`src/sv/uas_pkg.sv`:
```
`default_nettype none

package uas_pkg;

   localparam int MAX_CELLS_DEF = 16;
   localparam int RESULT_CAP    = 16;
   localparam int SLOT_W        = 5;
   localparam int CELLS_MIN     = 2;
   localparam int CSR_ADDR_W    = 3;
   localparam int CSR_DATA_W    = 32;
   localparam int CELLS_W       = 5;
   localparam int PROD_W        = 33;
   localparam int ROUND_HALF    = 16384;
   localparam int FRAC_BITS     = 15;

   localparam logic [CELLS_W-1:0] CELLS_RESET = 5'd16;
   localparam logic REG_CELLS_IN_USE = 1'b0;

   typedef struct packed {
      logic signed [15:0] courant;
      logic [15:0]        start_value;
      logic [15:0]        end_value;
   } req_payload_type;

   typedef struct packed {
      logic [3:0]  cell_index;
      logic [15:0] cell_value;
      logic        last_cell;
   } rsp_payload_type;

   typedef enum logic [2:0] {
      ST_IDLE  = 3'b001,
      ST_ISSUE = 3'b010,
      ST_DRAIN = 3'b100
   } state_type;

   typedef struct packed {
      logic              load;
      logic              issue;
      logic [SLOT_W-1:0] slot;
      logic              emit;
      logic              final_cell;
   } cmd_type;

   typedef struct packed {
      logic busy;
      logic pos;
      logic adv;
   } stat_type;

endpackage

`default_nettype wire

```
`src/sv/uas_ctrl.sv`:
```
`default_nettype none

module uas_ctrl
   import uas_pkg::*;
(
   input  wire logic              clock,
   input  wire logic              reset,
   input  wire logic              req_valid,
   output logic                   req_stall,
   input  wire logic [SLOT_W-1:0] n_cells,
   input  wire stat_type          stat,
   output cmd_type                cmd
);

   state_type         state_ff, state_in;
   logic [SLOT_W-1:0] slot_ff, slot_in;
   logic [SLOT_W-1:0] n_ff, n_in;

   always_comb begin
      state_in       = state_ff;
      slot_in        = slot_ff;
      n_in           = n_ff;
      cmd.load       = 1'b0;
      cmd.issue      = 1'b0;
      cmd.slot       = slot_ff;
      cmd.emit       = stat.pos ? (slot_ff < n_ff) : (slot_ff != '0);
      cmd.final_cell = stat.pos ? (slot_ff == n_ff - SLOT_W'(1)) : (slot_ff == n_ff);
      req_stall      = (state_ff != ST_IDLE);
      case (state_ff)
         ST_IDLE: begin
            if (req_valid) begin
               cmd.load = 1'b1;
               slot_in  = '0;
               n_in     = n_cells;
               state_in = ST_ISSUE;
            end
         end
         ST_ISSUE: begin
            cmd.issue = 1'b1;
            // one slot more than cells: the trailing neighbor or the end inflow
            if (stat.adv) begin
               if (slot_ff == n_ff) begin
                  state_in = ST_DRAIN;
               end else begin
                  slot_in = slot_ff + SLOT_W'(1);
               end
            end
         end
         ST_DRAIN: begin
            if (!stat.busy) begin
               state_in = ST_IDLE;
            end
         end
         default: begin
            state_in = ST_IDLE;
         end
      endcase
   end

   always_ff @(posedge clock) begin
      if (reset) begin
         state_ff <= ST_IDLE;
         slot_ff  <= '0;
         n_ff     <= SLOT_W'(CELLS_MIN);
      end else begin
         state_ff <= state_in;
         slot_ff  <= slot_in;
         n_ff     <= n_in;
      end
   end

endmodule

`default_nettype wire

```
`src/sv/uas_dpath.sv`:
```
`default_nettype none

module uas_dpath
   import uas_pkg::*;
#(
   parameter int MAX_CELLS = MAX_CELLS_DEF
)
(
   input  wire logic            clock,
   input  wire logic            reset,
   input  wire req_payload_type req_payload,
   input  wire cmd_type         cmd,
   output stat_type             stat,
   input  wire logic            rsp_stall,
   output logic                 rsp_valid,
   output rsp_payload_type      rsp_payload
);

   localparam int LINE_LIMIT = (MAX_CELLS > RESULT_CAP) ? RESULT_CAP : MAX_CELLS;
   localparam int ADDR_W     = (LINE_LIMIT > 1) ? $clog2(LINE_LIMIT) : 1;

   logic [15:0]           cell_mem_ff [LINE_LIMIT];
   logic [LINE_LIMIT-1:0] vld_ff;

   logic signed [15:0] courant_ff;
   logic [15:0]        start_ff;
   logic [15:0]        end_ff;

   logic              en;
   logic              pos;

   // read stage
   logic              s1_valid_ff;
   logic [SLOT_W-1:0] s1_slot_ff;
   logic              s1_emit_ff;
   logic              s1_final_ff;
   logic [15:0]       rd_ff;
   logic [15:0]       prev_ff;

   // multiply stage
   logic                     s2_valid_ff;
   logic [SLOT_W-1:0]        s2_idx_ff;
   logic                     s2_last_ff;
   logic                     s2_bnd_ff;
   logic [15:0]              s2_bval_ff;
   logic signed [PROD_W-1:0] prod_ff;
   logic [15:0]              base_ff;

   logic                rsp_valid_ff;
   rsp_payload_type     rsp_payload_ff;

   logic [ADDR_W-1:0]        rd_addr;
   logic [ADDR_W-1:0]        wr_addr;
   logic signed [16:0]       diff;
   logic [SLOT_W-1:0]        s1_idx;
   logic                     s1_bnd;
   logic signed [PROD_W:0]   rounded;
   logic signed [PROD_W:0]   term;
   logic signed [PROD_W+1:0] res;
   logic [15:0]              new_value;

   assign en  = !rsp_valid_ff || !rsp_stall;
   assign pos = (courant_ff > 16'sd0);

   assign stat.busy = s1_valid_ff || s2_valid_ff;
   assign stat.pos  = pos;
   assign stat.adv  = en;

   assign rd_addr = cmd.slot[ADDR_W-1:0];
   assign wr_addr = s2_idx_ff[ADDR_W-1:0];

   // rd_ff holds old[j], prev_ff old[j-1]; both directions use this difference
   assign diff   = $signed({1'b0, rd_ff}) - $signed({1'b0, prev_ff});
   assign s1_idx = pos ? s1_slot_ff : (s1_slot_ff - SLOT_W'(1));
   assign s1_bnd = pos ? (s1_slot_ff == '0) : s1_final_ff;

   assign rounded = (PROD_W + 1)'(prod_ff) + (PROD_W + 1)'(ROUND_HALF);
   assign term    = rounded >>> FRAC_BITS;
   assign res     = $signed({{(PROD_W - 14){1'b0}}, base_ff}) - (PROD_W + 2)'(term);

   always_comb begin
      if (s2_bnd_ff) begin
         new_value = s2_bval_ff;
      end else if (res < 0) begin
         new_value = '0;
      end else if (res > (PROD_W + 2)'(65535)) begin
         new_value = 16'hFFFF;
      end else begin
         new_value = res[15:0];
      end
   end

   always_ff @(posedge clock) begin
      if (cmd.load) begin
         courant_ff <= req_payload.courant;
         start_ff   <= req_payload.start_value;
         end_ff     <= req_payload.end_value;
      end
   end

   always_ff @(posedge clock) begin
      if (en && s2_valid_ff) begin
         cell_mem_ff[wr_addr] <= new_value;
      end
   end

   always_ff @(posedge clock) begin
      if (reset) begin
         vld_ff <= '0;
      end else if (en && s2_valid_ff) begin
         vld_ff[wr_addr] <= 1'b1;
      end
   end

   always_ff @(posedge clock) begin
      if (en) begin
         rd_ff       <= vld_ff[rd_addr] ? cell_mem_ff[rd_addr] : 16'h0000;
         s1_slot_ff  <= cmd.slot;
         s1_emit_ff  <= cmd.emit;
         s1_final_ff <= cmd.final_cell;
         if (s1_valid_ff) begin
            prev_ff <= rd_ff;
         end
         s2_idx_ff  <= s1_idx;
         s2_last_ff <= s1_final_ff;
         s2_bnd_ff  <= s1_bnd;
         s2_bval_ff <= pos ? start_ff : end_ff;
         prod_ff    <= PROD_W'(courant_ff) * PROD_W'(diff);
         base_ff    <= pos ? rd_ff : prev_ff;
         if (s2_valid_ff) begin
            rsp_payload_ff.cell_index <= s2_idx_ff[3:0];
            rsp_payload_ff.cell_value <= new_value;
            rsp_payload_ff.last_cell  <= s2_last_ff;
         end
      end
   end

   always_ff @(posedge clock) begin
      if (reset) begin
         s1_valid_ff  <= 1'b0;
         s2_valid_ff  <= 1'b0;
         rsp_valid_ff <= 1'b0;
      end else if (en) begin
         s1_valid_ff  <= cmd.issue;
         s2_valid_ff  <= s1_valid_ff && s1_emit_ff;
         rsp_valid_ff <= s2_valid_ff;
      end
   end

   assign rsp_valid   = rsp_valid_ff;
   assign rsp_payload = rsp_payload_ff;

endmodule

`default_nettype wire

```
`src/sv/upwind_advection_step_unit.sv`:
```
// First-order upwind advection over a line of up to 16 cells.
// Input channel (req_valid / req_stall / req_payload): one item is one time
// step, carrying the signed Q1.15 Courant number and both inflow values.
// Result channel (rsp_valid / rsp_stall / rsp_payload): the step's updated
// cells come out in index order, one item per cell, last_cell set on the final
// one. Each step reads the values the previous step left in the cell memory.
// Pipeline: the memory is read once per cell plus one extra slot, through a read
// register, a multiply register and the output register. With flow that is not
// positive the first slot gives no result, which delays the first result.
// One step is in flight at a time; req_stall stays high until its last cell
// has been written back.
// A stalled result holds the whole pipeline in place, so the step simply
// stretches for as long as the stall lasts.
// Reset clears the cell memory to zero (per-entry valid flags) and sets
// cells_in_use to 16; no clearing pass is needed. cells_in_use (byte address 0
// on the csr port) is written only while idle, a rule kept by the user alone.
`default_nettype none

module upwind_advection_step_unit
   import uas_pkg::*;
#(
   parameter int MAX_CELLS = MAX_CELLS_DEF
)
(
   input  wire logic                  clock,
   input  wire logic                  reset,
   input  wire logic                  req_valid,
   output logic                       req_stall,
   input  wire req_payload_type       req_payload,
   output logic                       rsp_valid,
   input  wire logic                  rsp_stall,
   output rsp_payload_type            rsp_payload,
   input  wire logic                  csr_psel,
   input  wire logic                  csr_penable,
   input  wire logic                  csr_pwrite,
   input  wire logic [CSR_ADDR_W-1:0] csr_paddr,
   input  wire logic [CSR_DATA_W-1:0] csr_pwdata,
   output logic [CSR_DATA_W-1:0]      csr_prdata,
   output logic                       csr_pready
);

   localparam int LINE_LIMIT = (MAX_CELLS > RESULT_CAP) ? RESULT_CAP : MAX_CELLS;

   logic [CELLS_W-1:0] cells_in_use_ff;
   logic [SLOT_W-1:0]  n_cells;
   logic               csr_hit;
   cmd_type            cmd;
   stat_type           stat;

   assign csr_pready = 1'b1;
   assign csr_hit    = (csr_paddr[2] == REG_CELLS_IN_USE);

   always_ff @(posedge clock) begin
      if (reset) begin
         cells_in_use_ff <= CELLS_RESET;
      end else if (csr_psel && csr_penable && csr_pwrite && csr_pready && csr_hit) begin
         cells_in_use_ff <= csr_pwdata[CELLS_W-1:0];
      end
   end

   assign csr_prdata = csr_hit ? CSR_DATA_W'(cells_in_use_ff) : '0;

   // clamp the cell count into 2 .. line limit
   always_comb begin
      if (cells_in_use_ff < CELLS_W'(CELLS_MIN)) begin
         n_cells = SLOT_W'(CELLS_MIN);
      end else if (cells_in_use_ff > CELLS_W'(LINE_LIMIT)) begin
         n_cells = SLOT_W'(LINE_LIMIT);
      end else begin
         n_cells = cells_in_use_ff;
      end
   end

   uas_ctrl u_ctrl (
      .clock     (clock),
      .reset     (reset),
      .req_valid (req_valid),
      .req_stall (req_stall),
      .n_cells   (n_cells),
      .stat      (stat),
      .cmd       (cmd)
   );

   uas_dpath #(
      .MAX_CELLS (MAX_CELLS)
   ) u_dpath (
      .clock       (clock),
      .reset       (reset),
      .req_payload (req_payload),
      .cmd         (cmd),
      .stat        (stat),
      .rsp_stall   (rsp_stall),
      .rsp_valid   (rsp_valid),
      .rsp_payload (rsp_payload)
   );

   a_busy_after_accept: assert property (@(posedge clock) disable iff (reset)
      (req_valid && !req_stall) |=> req_stall)
      else $error("block took an item but did not go busy");

   a_no_accept_mid_step: assert property (@(posedge clock) disable iff (reset)
      (rsp_valid && !rsp_payload.last_cell) |-> req_stall)
      else $error("block ready for a new item before the step finished");

   a_index_in_line: assert property (@(posedge clock) disable iff (reset)
      rsp_valid |-> (32'(rsp_payload.cell_index) < LINE_LIMIT))
      else $error("cell index beyond the line");

   a_last_not_first: assert property (@(posedge clock) disable iff (reset)
      (rsp_valid && rsp_payload.last_cell) |-> (rsp_payload.cell_index != 4'd0))
      else $error("step ended on cell 0");

endmodule

`default_nettype wire

```
`config.mk`:
```
export PLATFORM = sky130hd
export DESIGN_NAME = upwind_advection_step_unit
export DESIGN_NICKNAME = d
export VERILOG_FILES = /design/src/sv/uas_pkg.sv /design/src/sv/uas_ctrl.sv /design/src/sv/uas_dpath.sv /design/src/sv/upwind_advection_step_unit.sv
export SDC_FILE = /design/constraint.sdc
export NUM_CORES = 1
export LEC_CHECK = 0
export ABC_AREA = 1
export BUFFER_PORTS_ARGS = -buffer_cell sky130_fd_sc_hd__buf_2
export CAP_MARGIN = 25
export CORE_MARGIN = 3
export CORE_UTILIZATION = 55
export DETAILED_ROUTE_END_ITERATION = 10
export GPL_ROUTABILITY_DRIVEN = 1
export PLACE_DENSITY = 0.76
export SLEW_MARGIN = 20
export SYNTH_ARGS = -nofsm -noshare
export SYNTH_HDL_FRONTEND = slang
export SYNTH_HIERARCHICAL = 1
export SYNTH_SLANG_ARGS = --single-unit
```
`constraint.sdc`:
```
create_clock -name clock -period 8.5 [get_ports clock]
set_input_delay 0.85 -clock clock [delete_from_list [all_inputs] [get_ports clock]]
set_output_delay 0.85 -clock clock [all_outputs]
set_load 0.01 [all_outputs]
```
==> flow_metrics.env <==
export IMPL_crit_path_start_kind="register"
export IMPL_yosysTopAreaCell="edfxtp_1"
export IMPL_clkSlewWorstSetupHoldPaths_ns=0.06
export IMPL_postCtsSetupRepairBufs=0
export IMPL_fin_area_um2=33500
export IMPL_crit_path_end_kind="register"
export IMPL_regToRegEndpoint="u_dpath/prod_ff[29]"
export IMPL_slowest_delay_ns=0.56
export IMPL_dpl_hpwl_um=54700
export IMPL_min_to="u_dpath/rsp_payload[0]"
export IMPL_rsz0062_at_grt="false"
export IMPL_worst_hold_slack_ns=0.421
export IMPL_placedCellCount=3794
export IMPL_status="completed"
export IMPL_clk_insertion_delay_late_ns=0.60
export IMPL_layout_min_cycle_time_ns=7.83
export IMPL_finalSetupViolCount=0
export IMPL_drtIter0Drc=1724
export IMPL_min_path_type="register to register"
export IMPL_cts_tree="yes"
export IMPL_final_cells=3884
export IMPL_cp_data_arrival_time_ns=8.14
export IMPL_drt_wl_total_um=75900
export IMPL_dr_pass1_iters=5
export IMPL_core_um2=54500
export IMPL_cts_root_buf="clkbuf_16"
export IMPL_die_area_um2=58600
export IMPL_final_antenna_net_count=0
export IMPL_fin_worst_skew_ns=0.0260
export IMPL_path_buf_inv=6
export IMPL_yosysSeqAreaShare_pct=43.6
export IMPL_cts_resized=0
export IMPL_die_h_um=242
export IMPL_antenna_found_initial=0
export IMPL_antennaDiodeCount=0
export IMPL_slowest_stage="xor2_1"
export IMPL_hold_viol_final=0
export IMPL_grt_remaining_overflow=0
export IMPL_r2r_setup_slack_ns=0.67
export IMPL_yosys_top_cells_area="edfxtp_1 41%, fa_1 18%, inv_1 6.8%"
export IMPL_fmax_ghz=0.128
export IMPL_clock_sinks=458
export IMPL_yosys_area_top_type_share_pct=41.2
export IMPL_drive_gt1_share_pct=9.19
export IMPL_syn_inst=3016
export IMPL_hold_path_depth=0
export IMPL_ctsLongestPathBuffers=3
export IMPL_synth_seq_cells=458
export IMPL_htree_levels=2
export IMPL_post_route_period_util_pct=92.1
export IMPL_reg2reg_from="u_dpath/prev_ff[0]"
export IMPL_cpMostUsedCell="fa_1"
export IMPL_cap_violations=0
export IMPL_numCtsBuffers=49
export IMPL_yosys_warnings=6
export IMPL_grt_max_degree=103
export IMPL_yosysUniqueCellTypes=54
export IMPL_fp_row_count=85
export IMPL_synthArstFlopShare_pct=0
export IMPL_grt_pass1_wl_um=120000
export IMPL_io_pins=146
export IMPL_synth_avg_cell_area_um2=10.2
export IMPL_worstPathRequired_ns=8.82
export IMPL_tightest_slew_ns=1.00
export IMPL_fin_tns_setup_ns=0
export IMPL_final_nets=3597
export IMPL_reg2reg_depth=30
export IMPL_synth_edf_count=421
export IMPL_areaGrowthSynthToFinish_pct=9.13
export IMPL_path_max_fanout=6
export IMPL_layout_commonest_cell="inv_1"
export IMPL_gp_congestion=0.933
export IMPL_drt_wirelength_per_cell_um=19.5
export IMPL_cp_top_family="adder cells"
export IMPL_fp_dieW_um=242
export IMPL_ys_flop_type="edfxtp_1"
export IMPL_slew_viol_final=0
export IMPL_io_buffer_count=88
export IMPL_layout_common_cells="556 x inv_1, 463 x nand2_1, 421 x edfxtp_1"
export IMPL_cts_hold_buffers=0
export IMPL_crit_type="register to register"
export IMPL_grt_use_total_pct=26.1
export IMPL_viasPerCell=5.51
export IMPL_synthesis_area_um2=30700
export IMPL_drcViolationCount=0
export IMPL_grt_pass1_vias=22324
export IMPL_dpl_cell_area_um2=31900
export IMPL_initial_core_util_pct=56.3
export IMPL_slew_headroom_pct=32.8
export IMPL_vias=21411
export IMPL_worstHoldStart="u_dpath/s2_last_ff"
[worst max path at each step]
stage	start	to	slack, ns	cells after the start
after floorplan	u_dpath/prev_ff[0]	u_dpath/prod_ff[24]	1.60	32
after global placement	u_dpath/rd_ff[0]	u_dpath/prod_ff[32]	0.78	33
after detailed placement	u_dpath/prev_ff[0]	u_dpath/prod_ff[32]	0.72	32
after CTS	u_dpath/prev_ff[0]	u_dpath/prod_ff[32]	0.71	32
after global routing	u_dpath/rd_ff[0]	u_dpath/prod_ff[29]	0.29	31
final	u_dpath/prev_ff[0]	u_dpath/prod_ff[29]	0.67	30
[per-stage QoR]
step / util (%) / setup slack [ns]
finish: 61.4 / 0.671
CTS: 61.4 / 0.712
global placement: 58.5 / 0.782
global route: 61.4 / 0.286
detailed placement: 58.5 / 0.722
floorplan: - / 1.60
[layout make-up]
class,instances,area (µm²)
clock inverter,22,243
multi-input combinational,1894,14600
timing repair buffer,132,782
inverter,571,2140
fill,4404,21000
sequential,458,13400
tap,739,925
clock buffer,68,1340
[sequential cells by signal, indices dropped and copies added, names as in the netlist, 3 cells and up]
name,flops
cells_in_use_ff,5
u_ctrl/n_ff,5
u_ctrl/slot_ff,5
u_ctrl/state_ff,3
u_dpath/base_ff,16
u_dpath/cell_mem_ff,256
u_dpath/courant_ff,16
u_dpath/end_ff,16
u_dpath/prev_ff,16
u_dpath/prod_ff,19
u_dpath/rd_ff,16
u_dpath/rsp_payload,21
u_dpath/s1_slot_ff,5
u_dpath/s2_bval_ff,16
u_dpath/s2_idx_ff,4
u_dpath/start_ff,16
u_dpath/vld_ff,16
[cells in the mapped netlist (8+ instances only)]
cell      instances
nor3_1           10
edfxtp_1        421
nand2_1         464
dfxtp_1          37
xor2_1           36
or2_2            10
buf_2            14
ha_1            124
clkbuf_1         57
o21ai_0         194
nand4_1           9
inv_1           556
mux2i_1          68
buf_4            39
o211ai_1         23
inv_2            11
nand2_2          23
nand3_1          64
fa_1            277
nor2_1          278
o21ai_1          13
nor4_1            8
a21oi_1         150
xnor2_1          34
o22ai_1          11
[kinds of logic after synthesis]
logic type	after synthesis	synth area share, %
flops	458	43.6
other cells	2	0.0245
xor+xnor	70	2.00
compound gates	429	7.61
fa+ha+maj	401	23.1
simple gates	898	12.3
buf+inv	690	9.09
mux	68	2.22
[per-layer routing]
layer | vias to the layer above | wire (µm) | global-route usage, %
li1 | 9821 | - | -
met1 | 10571 | 28800 | 31.8
met2 | 826 | 38600 | 46.1
met3 | 193 | 5050 | 3.77
met4 | 0 | 3470 | 11.4
met5 | - | 0 | 0
Power is left out: the tool's default activity adds up to more than one toggle a clock period on the data nets, which glitch-free logic cannot reach.
